**src/design/ptt_ram.sv**
```systemverilog
module ptt_ram #(
  parameter int WIDTH = 8,
  parameter int DEPTH = 16
) (
  input  logic                     clk,
  input  logic                     we,
  input  logic [$clog2(DEPTH)-1:0] waddr,
  input  logic [WIDTH-1:0]         wdata,
  input  logic [$clog2(DEPTH)-1:0] raddr,
  output logic [WIDTH-1:0]         rdata
);

  logic [WIDTH-1:0] mem [DEPTH];

  always_ff @(posedge clk) begin
    if (we) begin
      mem[waddr] <= wdata;
    end
    rdata <= mem[raddr];
  end

endmodule

```
**config.mk**
```make
export PLATFORM = sky130hd
export DESIGN_NAME = ptt_ram
export DESIGN_NICKNAME = d
export VERILOG_FILES = /design/src/design/ptt_ram.sv
export SDC_FILE = /design/constraint.sdc
export NUM_CORES = 1
export LEC_CHECK = 0
export BUFFER_PORTS_ARGS = -buffer_cell sky130_fd_sc_hd__buf_2
export CELL_PAD_IN_SITES_DETAIL_PLACEMENT = 0
export CELL_PAD_IN_SITES_GLOBAL_PLACEMENT = 1
export CORE_MARGIN = 3
export CORE_UTILIZATION = 50
export CTS_CLUSTER_SIZE = 16
export DETAILED_ROUTE_END_ITERATION = 7
export HOLD_SLACK_MARGIN = 0.03
export PLACE_DENSITY_LB_ADDON = 0.1
export SLEW_MARGIN = 20
export SYNTH_ARGS = -nofsm -noshare
export SYNTH_HDL_FRONTEND = slang
export SYNTH_SLANG_ARGS = --single-unit
```
**constraint.sdc**
```tcl
create_clock -name clk -period 2 [get_ports clk]
set_clock_uncertainty 0.15 [all_clocks]
set_input_delay 0.2 -clock clk [delete_from_list [all_inputs] [get_ports clk]]
set_output_delay 0.2 -clock clk [all_outputs]
set_load 0.02 [all_outputs]
```
### Yosys cells after proc, flatten, opt, wreduce, memory -nomap -nowiden

Memories as Yosys holds them, arrays and structs flattened. A register that Yosys moved wholly into a read port is not among the register bits.
Index checks and enable logic that the tools add are counted.

| word-level totals | value |
|---|---|
| output and inout bits | 8 |
| register bits | 0 |
| logic and storage cells | 3 |
| memories kept | 1 |
| memory bits (writable) | 128 |
| bits of input ports | 18 |

Memory list:

| name | depth | bits a word | rd ports | clocked after Yosys merged registers in | write ports | line | text |
|---|---|---|---|---|---|---|---|
| mem | 16 | 8 | 1 | 1 | 1 | 13 | `logic [WIDTH-1:0] mem [DEPTH];` |

| operators by class | value |
|---|---|
| multiplexer cells | 2 |

Operators with widths:

| kind | number |
|---|---|
| $mux W1 | 2 |

### Depth between registers and ports, before layout

| depth | value |
|---|---|
| depth in word-level cells | 2 |
| gate-level depth with buffers | 5 |
| depth with buffers taken out | 3 |

### Worst setup path after synthesis

No wires, ideal clock.

| path | value |
|---|---|
| path kind | input to register |
| start | in waddr[2] |
| end | mem mem[0][0] (enable) |
| library setup time | 383 ps |
| buffers on the path | 0 |
| arrival time | 1310 ps |
| setup slack | 157 ps |
| stages on the path | 2 |
| data required time | 1467 ps |
| cells stage by stage | or3b_2 > nor3_1 |

RTL lines:

| item | line | text |
|---|---|---|
| from (decl) | 7 | `input logic [$clog2(DEPTH)-1:0] waddr,` |
| to (decl) | 13 |  |

Straight into the memory's write port.

==> results.cfg <==
[run_status]
status = finished, final reports clean

[floorplanning]
initial_utilization_pct = 51.94
die_area_sq_mm = 0.01155
core_sq_mm = 0.009910
row_count = 36
die_y_microns = 107.5
die_x_microns = 107.5
ios = 26

[placed_design]
dp_hpwl_microns = 6022
gp_congestion = 0.7003
place_area_sq_mm = 0.005555
port-buffer-count = 25
place_ws_ns = 0.2303

[route]
first_iter_violations = 148
top_layer_used = met4
wl_met3_microns = 450
vias_per_cell = 5.544
via_count = 2434
routed_wl_microns = 9511
wl_met2_microns = 4582
dr.pass1.iters = 5
drcViolationCount = 0
wl_met1_microns = 4395
post_drt_wl_per_cell_microns = 21.67
final_antenna_net_count = 0

[synth]
syn_nets = 247
syn_inst = 229
seq_area_frac_synth_pct = 77.78
ys_warn_count = 0
synth.avg_cell_area_sq_um = 22.48
netlist_area_sq_mm = 0.005147
synth_seq_cells = 136
synth.distinct_cells = 19

[min_path]
hold_class = input port to register
hold_path_depth = 3
min_from = waddr[0]
hold_path_end = mem[4][7]

[worst_setup_path]
critPathMaxStageDelay_ns = 0.52
cp_top_family = multiplexers
path_cells = mux4_1, a22oi_1, nand2_1
critPathLaunchType = register
critical_path.slowest_cell = mux4_1
arrival_ns = 1.77
cp.required_ns = 2.23
cp_num_buf_inv = 0
cp_max_fo = 1
worstSetupEndpointType = register
r2r-end = rdata[2]
critical_path_class = register to register
ff2ff_setup_slack_ns = 0.46
reg2regPathDepth = 3
reg2reg_from = mem[1][2]

[global_routing]
grt_overflow = 0
grt_pass1_vias = 2582
grt_max_degree = 33
grt.total_usage_pct = 18.50
antenna_found_initial = 0
grt_first_pass_wirelength_microns = 15120

[cts]
cts_buffer_depth = 2
insertion_delay_ns = 0.50
cts-buffers-inserted = 17
root_buffer = clkbuf_8
ctsResizeCount = 0
cts-htree-levels = 4
cts_sinks = 136
cts_tree = built
clk_pin_slew_worst_paths_ns = 0.06

[timing]
slew_violations = 0
setup-violations-final = 0
hold_violations = 0
timing.final.ws_setup_ns = 0.4610
maxSlewHeadroom_pct = 73.13
rsz0062_at_grt = false
setup_tns_ns = 0
period_share_pct = 76.95
fmax_mhz = 649.8
tightest_slew_ns = 0.4031
finalCriticalPeriod_ns = 1.539
hold_ws_ns = 0.1110

[power_and_ir_drop]
power_switching_mw = 1.285
p_int_mw = 5.647
swShare_pct = 18.54
ir_drop_v = 0.0007535
powerDensity_mw_per_mm2 = 1101
p_leak_nw = 2.178
seqPwrFrac_pct = 46.2
p_clk_share_pct = 49.0
pwr-share-comb_pct = 4.7

[run]
drv_cap = 0

[cells_and_area]
drive_gt1_share_pct = 31.05
syn_to_final_growth_pct = 22.29
insertedDiodeCount = 0
finalInstanceArea_sq_mm = 0.006295
fin_nets = 311
[area by class of cell]
class	count	area (sq um)
Fill cell	681	3615
Tap cell	133	166.4
Clock buffer	21	439.2
Sequential cell	136	4004
Multi-Input combinational cell	83	1057
Timing Repair Buffer	55	407.9
Clock inverter	11	220.2
[worst max-delay path by stage]
stage	start	endpoint	slack [ns]	cells past startpoint
after global placement	raddr[0]	rdata[1]	0.23	5
after floorplan	waddr[2]	mem[0][0]	0.16	2
final	mem[1][2]	rdata[2]	0.46	3
after detailed placement	raddr[0]	rdata[2]	0.23	5
after CTS	mem[1][2]	rdata[2]	0.45	3
after global routing	mem[1][2]	rdata[2]	0.40	3
[synth_stat cells, drive strengths merged]
cell             n  share of area [%]
and2b            1               0.15
nand3b           2               0.29
or3b             1               0.17
nor2b            1               0.12
a22oi           16                2.3
edfxtp         128                 75
clkdlybuf4s25    3               0.58
and2             1               0.12
nand3            1              0.097
nor2            13               0.95
nand2b           2               0.24
nand2            9               0.66
buf              7                1.1
dfxtp            8                3.1
mux4            32                 15
nor3             4               0.39
[layout by cell type, fill, tap and decap left out, drive strengths merged]
| cell type | Yosys | final |
|---|---|---|
| edfxtp | 128 | 128 |
| mux4 | 32 | 32 |
| nand2 | 9 | 9 |
| a22oi | 16 | 16 |
| nand2b | 2 | 2 |
| nand3b | 2 | 2 |
| nand3 | 1 | 1 |
| clkbuf | 0 | 21 |
| and2b | 1 | 1 |
| clkinv | 0 | 5 |
| or3b | 1 | 1 |
| nor3 | 4 | 4 |
| nor2b | 1 | 1 |
| nor2 | 13 | 13 |
| bufinv | 0 | 6 |
| buf | 7 | 47 |
| and2 | 1 | 1 |
| dlygate4sd3 | 0 | 8 |
| dfxtp | 8 | 8 |
[registers in the layout (all words and copies together) (netlist names)]
signal  cells
rdata       8
mem       128
[worst min-delay path: stages]
cell    delay (ns)
buf_2         0.16
nor3_1        0.08
buf_4         0.15
[power by group through the flow]
stage / logic, mW / registers (mW) / clock network, mW
CTS: 0.334 / 3.21 / 3.45
global route: 0.360 / 3.21 / 3.60
floorplan: 0.162 / 3.28 / 0
detailed placement: 0.320 / 3.26 / 0
finish: 0.329 / 3.21 / 3.40
global placement: 0.317 / 3.26 / 0
[what timing repair did]
action	CTS	global route
hold endpoints to repair	128	0
hold buffers	8	0
buffers inserted	0	0
[metrics by stage]
| stage | cells | utilization, % | power, mW |
|---|---|---|---|
| 6_report | 439 | 63.52 | 6.933 |
| 5_1_grt | 439 | 63.52 | 7.172 |
| 4_1_cts | 439 | 63.52 | 6.994 |
| 3_5_place_dp | 399 | 56.06 | 3.585 |
| 3_3_place_gp | 399 | 56.06 | 3.578 |
| 2_1_floorplan | 229 | - | 3.445 |
[kinds of logic after synthesis]
kind of cell           after synthesis  synth area share (%)
muxes                               32                 15.02
DFF                                136                 77.78
AOI/OAI and AO/OA                   16                 2.334
and+or+nand+nor                     35                 3.184
buffers and inverters               10                 1.677
[routing by layer]
layer,global-route usage (%),up-vias
met5,0,-
met3,5.399,8
met4,5.410,0
met1,26.88,1242
li1,-,1107
met2,27.66,77
Note: power is estimated with default switching activity, not from simulation.
