$ cat src/design/ptt_pkg.sv
package ptt_pkg;

  localparam int CAPACITY_DEF = 1024;
  localparam int TOP_MAX_DEF = 32;
  localparam logic [5:0] TOP_COUNT_RST = 6'd10;

  localparam logic [1:0] KIND_SRC = 2'd0;
  localparam logic [1:0] KIND_DST = 2'd1;
  localparam logic [1:0] KIND_REPORT = 2'd2;
  localparam logic [1:0] KIND_CLEAR = 2'd3;

  localparam logic [2:0] ST_UPDATED = 3'd0;
  localparam logic [2:0] ST_INSERTED = 3'd1;
  localparam logic [2:0] ST_DROPPED = 3'd2;
  localparam logic [2:0] ST_ROW = 3'd3;
  localparam logic [2:0] ST_EMPTY = 3'd4;
  localparam logic [2:0] ST_CLEARED = 3'd5;

  typedef struct packed {
    logic [15:0] port;
    logic [31:0] bytes;
    logic [31:0] src;
    logic [31:0] dst;
  } entry_t;

  localparam int ENTRY_W = $bits(entry_t);

  typedef struct packed {
    logic   vld;
    entry_t e;
  } beat_t;

  typedef struct packed {
    logic clr;
    logic shift;
  } cell_ctrl_t;

  // a ranks above b: more bytes, or equal bytes and lower port
  function automatic logic ranks_above(entry_t a, entry_t b);
    ranks_above = (a.bytes > b.bytes) || ((a.bytes == b.bytes) && (a.port < b.port));
  endfunction

endpackage

$ cat src/design/ptt_cell.sv
// One rank of the sorted chain: keeps the better of held and incoming,
// hands the other on to the next cell.
module ptt_cell (
  input  logic               clk,
  input  logic               rst,
  input  ptt_pkg::cell_ctrl_t ctrl,
  input  ptt_pkg::beat_t     din,
  input  ptt_pkg::beat_t     shift_in,
  output ptt_pkg::beat_t     dout,
  output ptt_pkg::beat_t     held
);

  always_ff @(posedge clk) begin
    if (rst || ctrl.clr) begin
      held <= '0;
      dout <= '0;
    end else if (ctrl.shift) begin
      held <= shift_in;
      dout <= '0;
    end else if (din.vld) begin
      if (!held.vld || ptt_pkg::ranks_above(din.e, held.e)) begin
        held <= din;
        dout <= held;
      end else begin
        dout <= din;
      end
    end else begin
      dout.vld <= 1'b0;
    end
  end

endmodule

$ cat config.mk
export PLATFORM = sky130hd
export DESIGN_NAME = ptt_cell
export DESIGN_NICKNAME = d
export VERILOG_FILES = /design/src/design/ptt_pkg.sv /design/src/design/ptt_cell.sv
export SDC_FILE = /design/constraint.sdc
export NUM_CORES = 1
export LEC_CHECK = 0
export BUFFER_PORTS_ARGS = -buffer_cell sky130_fd_sc_hd__buf_2
export CORE_AREA = 2 2 179 181
export CTS_CLUSTER_DIAMETER = 60
export DETAILED_ROUTE_END_ITERATION = 7
export DIE_AREA = 0 0 181 183
export PLACE_DENSITY = 0.66
export SLEW_MARGIN = 0
export SYNTH_ARGS = -nofsm -noshare
export SYNTH_HDL_FRONTEND = slang
export SYNTH_SLANG_ARGS = --single-unit
$ cat constraint.sdc
create_clock -name clk -period 3.6 [get_ports clk]
set_clock_uncertainty 0.2 [all_clocks]
set_input_delay 0 -clock clk [delete_from_list [all_inputs] [get_ports clk]]
set_output_delay 0 -clock clk [all_outputs]
set_load 0.01 [all_outputs]
Word level (Yosys, flattened, before mapping)

Index checks and enable logic that the tools add are counted.

Mux-type cells: 4
Reduce and logical (&&, ||, !) cells: 10
Order comparisons: 2
Bitwise operators: 1
Eq/ne operators: 1

Operators by type and width:

| cell                           | count |
|---|---|
| 113-bit two-way mux            | 4 |
| 32-bit == test                 | 1 |
| 32-bit greater-than comparator | 1 |
| 16-bit < comparator            | 1 |
| 2-bit nonzero test             | 2 |
| 1-bit logical OR               | 3 |
| 3-bit OR reduction             | 1 |
| 2-bit AND reduction            | 1 |
| 2-bit OR reduction             | 1 |
| 1-bit logical AND              | 1 |
| 1-bit logical NOT              | 1 |
| 1-bit inverter                 | 1 |

Output and inout port bits: 226
Logic and storage cells: 28
Register bits after elaboration: 226

Longest topological paths before layout

Gate-level depths: netlist (run 1).

Depth after elaboration: 7
Depth in mapped cells: 11
Mapped depth without buffers: 9

Worst setup path after synthesis (run 1)

Ideal clock, no wire load.

Kind: reg-to-reg
From: register held[78] (netlist name)
To: register held[100] (netlist name)
Stages on the path, launching flop included: 12
Setup slack: 0.788 ns
Arrival: 2.526 ns
Buffers on the path: 2
Clock period less this slack: 2.812 ns
Path through: dfxtp_1 -> inv_1 -> ha_1 -> nand4_2 -> or3_1 -> a21oi_1 -> o31ai_1 -> a211oi_4 -> buf_6 -> buf_8 -> a21oi_2 -> a221oi_2

Cells in the longest elaborated chain, start to end: 6

Ends and longest elaborated chain:

| item                                                                   | RTL line       | text |
|---|---|---|
| start, declared                                                        | ptt_cell.sv:10 | `output ptt_pkg::beat_t held` |
| start signal, assigned                                                 | ptt_cell.sv:18 | `held <= shift_in;` |
| start signal, assigned                                                 | ptt_cell.sv:22 | `held <= din;` |
| branches (longest 2 deep; another with 32-bit greater-than comparator) | n/a            |  |
| 1-bit logical OR (*)                                                   | ptt_pkg.sv:40  | `ranks_above = (a.bytes > b.bytes) \|\| ((a.bytes == b.bytes) && (a.port < b.port));` |
| 1-bit logical OR (*)                                                   | ptt_cell.sv:21 | `if (!held.vld \|\| ptt_pkg::ranks_above(din.e, held.e)) begin` |
| 2-bit nonzero test (no source line) (*)                                | n/a            |  |
| 2-bit AND reduction (no source line) (*)                               | n/a            |  |

Mark *: on every way between the ends.
A chain may end at the register's enable or synchronous reset.

Worst setup path in the final report (run 1)

From: register held[111] (netlist name)
To: register held[14] (netlist name)

Cells in the longest elaborated chain, start to end: 6

Ends and longest elaborated chain:

| item                                 | RTL line |
|---|---|
| 16-bit < comparator                  | ptt_pkg.sv:40 |
| 1-bit logical AND                    | ptt_pkg.sv:40 |
| 1-bit logical OR                     | ptt_pkg.sv:40 |
| 1-bit logical OR                     | ptt_cell.sv:21 |
| 2-bit nonzero test (no source line)  | n/a |
| 2-bit AND reduction (no source line) | n/a |

Every way passes these cells.

==> results by group, run 1 <==
Power and ir drop
  – Maximum vdd ir drop: 0.295 mV
  – Sw Share: 28.0%
  – Logic pwr share: 18.5%
  – Clock Power Share: 42.0%
  – NetSw: 0.00189 W
  – Internal power: 0.00486 W
  – LEAKAGE: 8.72 nW
  – Power Density: 374 nW/um2
  – Flop pwr share: 39.5%

Yosys
  – Largest area contributor in the netlist: dfxtp_1
  – Post-synth top cells: dfxtp_1 (226), a21oi_1 (183), inv_1 (162), o21ai_0 (116), nand2b_1 (114)
  – Register bit total from synthesis: 226
  – Dominant cell by count in the synthesized netlist: dfxtp_1
  – Seq/Total Area, Yosys: 37.1%
  – Number of flops mapped to enable cells by yosys: 0
  – Yosys top cell area share: 37.1%
  – Most area-consuming cells after synthesis: dfxtp_1 (37%), a221oi_2 (14%), mux2i_1 (9.2%)
  – Avg Inst Size Synth: 9.37 um2
  – Ys flop type: dfxtp_1
  – Mapped Nets: 1578
  – Synth cell types: 40
  – Async SR Flop Fraction: 0%
  – Synth Cell Area: 12200 um2
  – Synth warnings: 0
  – Syn Inst Count: 1301

Clock tree
  – Worst skew pair latency: 0.54 ns
  – CTS tree: built
  – Htree depth: 1
  – Clk root buf: clkbuf_16
  – Clock Sink Count: 226
  – CTS buffer count: 29
  – CTS Buffer Depth: 3
  – Worst-path clk slew: 0.06 ns
  – Post-CTS setup buffer count: 0

Timing
  – Period utilisation layout: 94.6%
  – Worst-Margin Slew: 1.06 ns
  – Slew headroom: 29.4%
  – Minimum clock period: 3.41 ns
  – RSZ-0062 raised after global routing: no
  – Maximum operating frequency: 0.294 GHz
  – Hold slack final: 0.0589 ns
  – Max Slew Vio Count: 0
  – Final worst slack: 0.194 ns
  – Hold Violations, Final: 0
  – Fin Setup TNS: 0 ns
  – Final setup viols: 0

Global routing
  – Initial antenna violation count: 1
  – Largest net degree at the start of global routing: 227
  – First-pass GRT wire length: 67700 um
  – Vias in the first global route: 12800
  – GRT Overall Usage: 25.1%
  – Final global-route overflow total: 0

Detailed routing
  – DRC viols: 0
  – Routed WL: 43200 um
  – Drt pass-1 iters: 5
  – Antenna viol nets, final: 0
  – Number of DRC markers in iteration 0: 576
  – DR vias: 12400
  – DR WL/cell: 18.3 um
  – DR vias/cell: 5.27

Die
  – Vert. Die Dim: 183 um
  – Initial core utilization: 39.0%
  – IO Pins: 456
  – Placement Rows: 65
  – Core area: 31200 um2
  – DIE WIDTH: 181 um
  – Full die area: 33100 um2

Worst setup path
  – Crit path max-delay cell type: or4_1
  – Buf/Inv on CP: 3
  – Crit-path leading delay family: simple AND/OR/NAND/NOR gates
  – Crit path required time: 3.85 ns
  – Worst-path maximum fanout: 37
  – Startpoint Class: register
  – Crit Path Category: reg -> reg
  – Max incr delay on CP: 0.54 ns
  – Crit. End Element: register
  – Cells along the critical path: inv_1 > ha_1 > and4_1 > nand3_1 > or4_1 > a31oi_2 > a211oi_4 > buf_12 > buf_12 > nand2b_1 > a221oi_2
  – Top cell by count, worst path: buf_12
  – CP arrival: 3.65 ns

Final layout
  – Area of the multi-input gates: 6510 um2
  – Share of layout cells above drive strength 1: 36.2%
  – Area growth syn-to-layout: 48.1%
  – Reg area: 4520 um2
  – Fillcell total: 2641
  – Nets: 2211

Placed design
  – Post-DP HPWL: 27700 um
  – Setup WS pre-CTS: 0.257 ns
  – Placer Congestion: 0.866
  – Number of port buffers: 455

Min path
  – Min-delay worst type: in -> reg

Status
  – Outcome: completed

Run
  – Max cap viols: 0
cells by family after synthesis:
family,Yosys count,share of synthesized area [%]
AOI/OAI and AO/OA,486,31.4
adders and majority gates,47,4.82
buffers and inverters,273,9.69
DFF,226,37.1
muxes,112,9.20
and+or+nand+nor,157,7.78
tightest hold or removal path, stage by stage:
cell and delay, ns:
dlygate4sd3_1 0.54, buf_2 0.10, a21oi_1 0.05, nor2_1 0.07
stage by stage:
stage	instance area (um2)	total power (W)	util, %	cells
after floorplan	12200	0.00333	-	1301
after global placement	14800	0.00372	47.4	2076
after detailed placement	14800	0.00374	47.4	2076
after CTS	18000	0.00679	57.8	2357
after global routing	18000	0.00704	57.8	2358
final	18100	0.00675	57.8	2359
path summary, 6_finish.rpt:
kind	from	end	slack, ns	cells after the start
max reg2reg	held[111]	held[14]	0.19	11
min reg2reg	held[53]	held[53]	0.30	2
max	held[111]	held[14]	0.19	11
min	shift_in[112]	held[112]	0.06	4
cell usage in the layout (no fill, tap or decap), types with 2 or more instances in the layout:
cell type and instances:
buf_2 453, dlygate4sd3_1 229, dfxtp_1 226, a21oi_1 182, inv_1 162, o21ai_0 116, nand2b_1 114, mux2i_1 112
a221oi_2 110, a21oi_2 60, ha_1 47, clkbuf_16 29, buf_4 16, buf_12 13, nand2_1 9, nand4_1 8
nand3_1 6, clkbuf_8 6, nor2_1 5, a221oi_1 5, clkbuf_1 5, clkinv_2 5, clkinvlp_4 4, nor4_1 3
diode_2 2, and3_1 2, and4_1 2, o21a_1 2
flip-flops by register name (all words and copies together), names as in the netlist:
name,flops
dout,113
held,113
repair_timing:
| action | in CTS | in global routing |
|---|---|---|
| hold buffers | 229 | 0 |
| setup endpoints to repair | 0 | 6 |
| hold endpoints to repair | 225 | 0 |
| gates resized for setup | 0 | 1 |
power groups by stage:
stage	registers (W)	logic [W]	clock network [W]
2_1_floorplan	0.00275	0.000587	0
3_3_place_gp	0.00272	0.00100	0
3_5_place_dp	0.00272	0.00102	0
4_1_cts	0.00267	0.00123	0.00289
5_1_grt	0.00268	0.00135	0.00301
6_report	0.00267	0.00125	0.00283
cell type report:
| cell class | count | area share, % |
|---|---|---|
| Antenna cell | 2 | 0.0277 |
| Tap cell | 402 | 2.79 |
| Inverter | 162 | 3.37 |
| Clock inverter | 12 | 0.582 |
| Sequential cell | 226 | 25.1 |
| Clock buffer | 40 | 4.58 |
| Timing Repair Buffer | 713 | 27.5 |
| Multi-Input combinational cell | 802 | 36.1 |
routing by layer:
layer | GRT usage, % | up-vias | wire length (um)
met2 | 42.6 | 490 | 20500
met1 | 29.7 | 5864 | 17600
met4 | 13.5 | 0 | 2420
met3 | 5.42 | 172 | 2740
li1 | - | 5899 | -
met5 | 0 | - | 0
Power figures use the tool's default switching activity.
==> run 2, diff against run 1 <==
==> config.mk (replaced) <==
export PLATFORM = sky130hd
export DESIGN_NAME = ptt_cell
export DESIGN_NICKNAME = d
export VERILOG_FILES = /design/src/design/ptt_pkg.sv /design/src/design/ptt_cell.sv
export SDC_FILE = /design/constraint.sdc
export NUM_CORES = 1
export LEC_CHECK = 0
export CORE_AREA = 2 2 178 180
export CTS_CLUSTER_DIAMETER = 60
export DETAILED_ROUTE_END_ITERATION = 7
export DIE_AREA = 0 0 180 182
export DONT_BUFFER_PORTS = 1
export SLEW_MARGIN = 0
export SYNTH_ARGS = -nofsm -noshare
export SYNTH_HDL_FRONTEND = slang
export SYNTH_SLANG_ARGS = --single-unit
==> results by group, run 2 (synthesized netlist as in run 1, its figures left out) <==
Worst setup path
  – Critical R2R Capture: held[27]
  – CP arrival: 3.68 ns (+0.03 ns)
  – Worst-path maximum fanout: 45 (+22%)
  – Worst reg2reg setup slack: 0.15 ns (-0.04 ns)
  – Max incr delay on CP: 0.47 ns (-0.07 ns)
  – Crit. End Element: register
  – Top cell by count, worst path: buf_12
  – Cells along the critical path: inv_1 > ha_1 > nand4_1 > nor4_2 > a221oi_1 > o21a_1 > a211oi_4 > buf_12 > buf_12 > a21oi_1 > a221oi_2
  – Buf/Inv on CP: 3 (unchanged)
  – FF-to-FF Start: held[67]
  – Crit-path leading delay family: compound AO/OA/AOI/OAI gates
  – Startpoint Class: register
  – Crit Path Category: reg -> reg
  – Worst-case reg-to-reg path depth: 11 (unchanged)
  – Crit path max-delay cell type: dfxtp_1
  – Crit path required time: 3.83 ns (-0.02 ns)

Timing
  – Final setup viols: 0 (unchanged)
  – Max Slew Vio Count: 0 (unchanged)
  – Worst-Margin Slew: 0.945 ns (-0.114 ns)
  – Slew headroom: 37.0% (+7.6 points)
  – Period utilisation layout: 95.8% (+1.2 points)
  – Hold Violations, Final: 112 (+112)
  – Hold slack final: -0.630 ns (-0.689 ns)
  – Minimum clock period: 3.45 ns (+0.0430 ns)
  – Maximum operating frequency: 0.290 GHz (-1.2%)

Min path
  – Min-delay worst type: in -> reg
  – HP Start: ctrl[0]
  – WHS Endpoint: held[50]
  – Hold Path Depth: 1 (-3)

Final layout
  – Commonest non-fill, non-tap cell in the layout: dlygate4sd3_1
  – Final Util: 53.4% (-4.4 points)
  – Most frequent cells in the layout: dlygate4sd3_1 (295), dfxtp_1 (226), a21oi_1 (182)
  – Share of layout cells above drive strength 1: 16.9% (-19 points)
  – Area growth syn-to-layout: 35.6%
  – Top Registers: dout x113, held x113
  – Fin area: 16500 um2 (-8.4%)
  – Nets: 1830 (-17%)

Die
  – IO Pins: 456 (unchanged)
  – Full die area: 32800 um2 (-1.1%)
  – Core area: 31000 um2 (-0.78%)
  – DIE WIDTH: 180 um (-0.55%)
  – Placement Rows: 65 (unchanged)
  – Vert. Die Dim: 182 um (-0.55%)
  – Initial core utilization: 39.3% (+0.31 points)

Detailed routing
  – DRC viols: 0 (unchanged)
  – Number of DRC markers in iteration 0: 570 (-1.0%)
  – Drt pass-1 iters: 5 (unchanged)
  – Antenna viol nets, final: 0 (unchanged)
  – DR vias: 11100 (-11%)
  – DR WL/cell: 21.0 um (+14%)
  – DR vias/cell: 5.59 (+6.2%)
  – Routed WL: 41500 um (-4.1%)

Status
  – Outcome: finished with violations
  – Failing checks: negative hold slack

Power and ir drop
  – Maximum vdd ir drop: 0.295 mV (+0.15%)
  – Clock Power Share: 44.7% (+2.7 points)
  – LEAKAGE: 6.97 nW (-20%)
  – Power Density: 406 nW/um2 (+8.5%)
  – Sw Share: 27.2% (-0.81 points)
  – Internal power: 0.00488 W (+0.51%)
  – Logic pwr share: 14.6% (-3.9 points)
  – Flop pwr share: 40.7% (+1.2 points)
  – NetSw: 0.00182 W (-3.5%)

Clock tree
  – CTS buffer count: 29 (unchanged)
  – Worst-path clk slew: 0.06 ns (about the same)
  – Clk root buf: clkbuf_16
  – Htree depth: 1 (unchanged)
  – Worst skew pair latency: 0.54 ns (about the same)
  – CTS Buffer Depth: 3 (unchanged)
  – CTS tree: built
  – Clock Sink Count: 226 (unchanged)

Global routing
  – Initial antenna violation count: 2 (+1)
  – Vias in the first global route: 11300 (-12%)
  – Final global-route overflow total: 0 (unchanged)
  – First-pass GRT wire length: 62700 um (-7.4%)
  – Largest net degree at the start of global routing: 228 (+0.44%)
  – GRT Overall Usage: 23.4% (-1.7 points)

Placed design
  – Number of port buffers: 0 (-100%)
  – Post-DP HPWL: 24800 um (-10%)
  – Placer Congestion: 0.828 (-4.4%)
  – Placed cell area: 12500 um2 (-15%)

Run
  – Max cap viols: 0 (unchanged)
[run 2: power by group through the flow]
| stage | Sequential [W] | Clock (W) | Combinational (W) |
|---|---|---|---|
| after global placement | 0.00278 | 0 | 0.000608 |
| after floorplan | 0.00275 | 0 | 0.000587 |
| after CTS | 0.00273 | 0.00305 | 0.000900 |
| final | 0.00273 | 0.00299 | 0.000981 |
| after detailed placement | 0.00278 | 0 | 0.000625 |
| after global routing | 0.00274 | 0.00314 | 0.00107 |
[run 2: area by class of cell]
class	instances	area (um2)
clock buffer	39	843
inverter	162	608
tap	402	503
fill	2697	14500
clock inverter	13	141
timing repair buffer	332	3360
multi-input combinational	802	6540
antenna	3	7.51
sequential	226	4520
[run 2: how the worst max path moves through the flow]
stage | cells after the start | endpoint | slack [ns] | start
finish | 11 | held[27] | 0.15 | held[67]
global route | 11 | held[27] | -0.05 | held[67]
CTS | 11 | held[41] | 0.15 | held[79]
detailed placement | 11 | held[25] | 0.05 | held[79]
global placement | 11 | held[25] | 0.02 | held[79]
floorplan | 11 | held[100] | 0.79 | held[78]
[run 2: timing repair]
| action | 4_1_cts | 5_1_grt |
|---|---|---|
| gates cloned | 0 | 0 |
| hold endpoints to repair | 226 | 112 |
| setup buffers | 0 | 0 |
| setup endpoints to repair | 2 | 84 |
| resized for setup | 1 | 4 |
| hold buffers | 229 | 67 |
[run 2: stage by stage]
stage	worst slack (ns)	hold slack, ns	setup TNS [ns]	cells	total power (W)
2_1_floorplan	0.788	-0.0573	0	1301	0.00333
3_3_place_gp	0.0181	-0.0969	0	1628	0.00339
3_5_place_dp	0.0539	-0.0958	0	1628	0.00341
4_1_cts	0.146	-0.662	0	1909	0.00667
5_1_grt	-0.0479	-0.649	-0.0479	1978	0.00695
6_report	0.151	-0.630	0	1979	0.00671
[run 2: routing by layer]
layer | GRT usage [%] | wire, um | share of wire, % | up-vias
met2 | 39.5 | 20300 | 49 | 479
met5 | 0 | 0 | 0 | -
met1 | 27.5 | 16400 | 40 | 5340
li1 | - | - | - | 5134
met3 | 6.94 | 3200 | 7.7 | 118
met4 | 10.4 | 1550 | 3.7 | 0
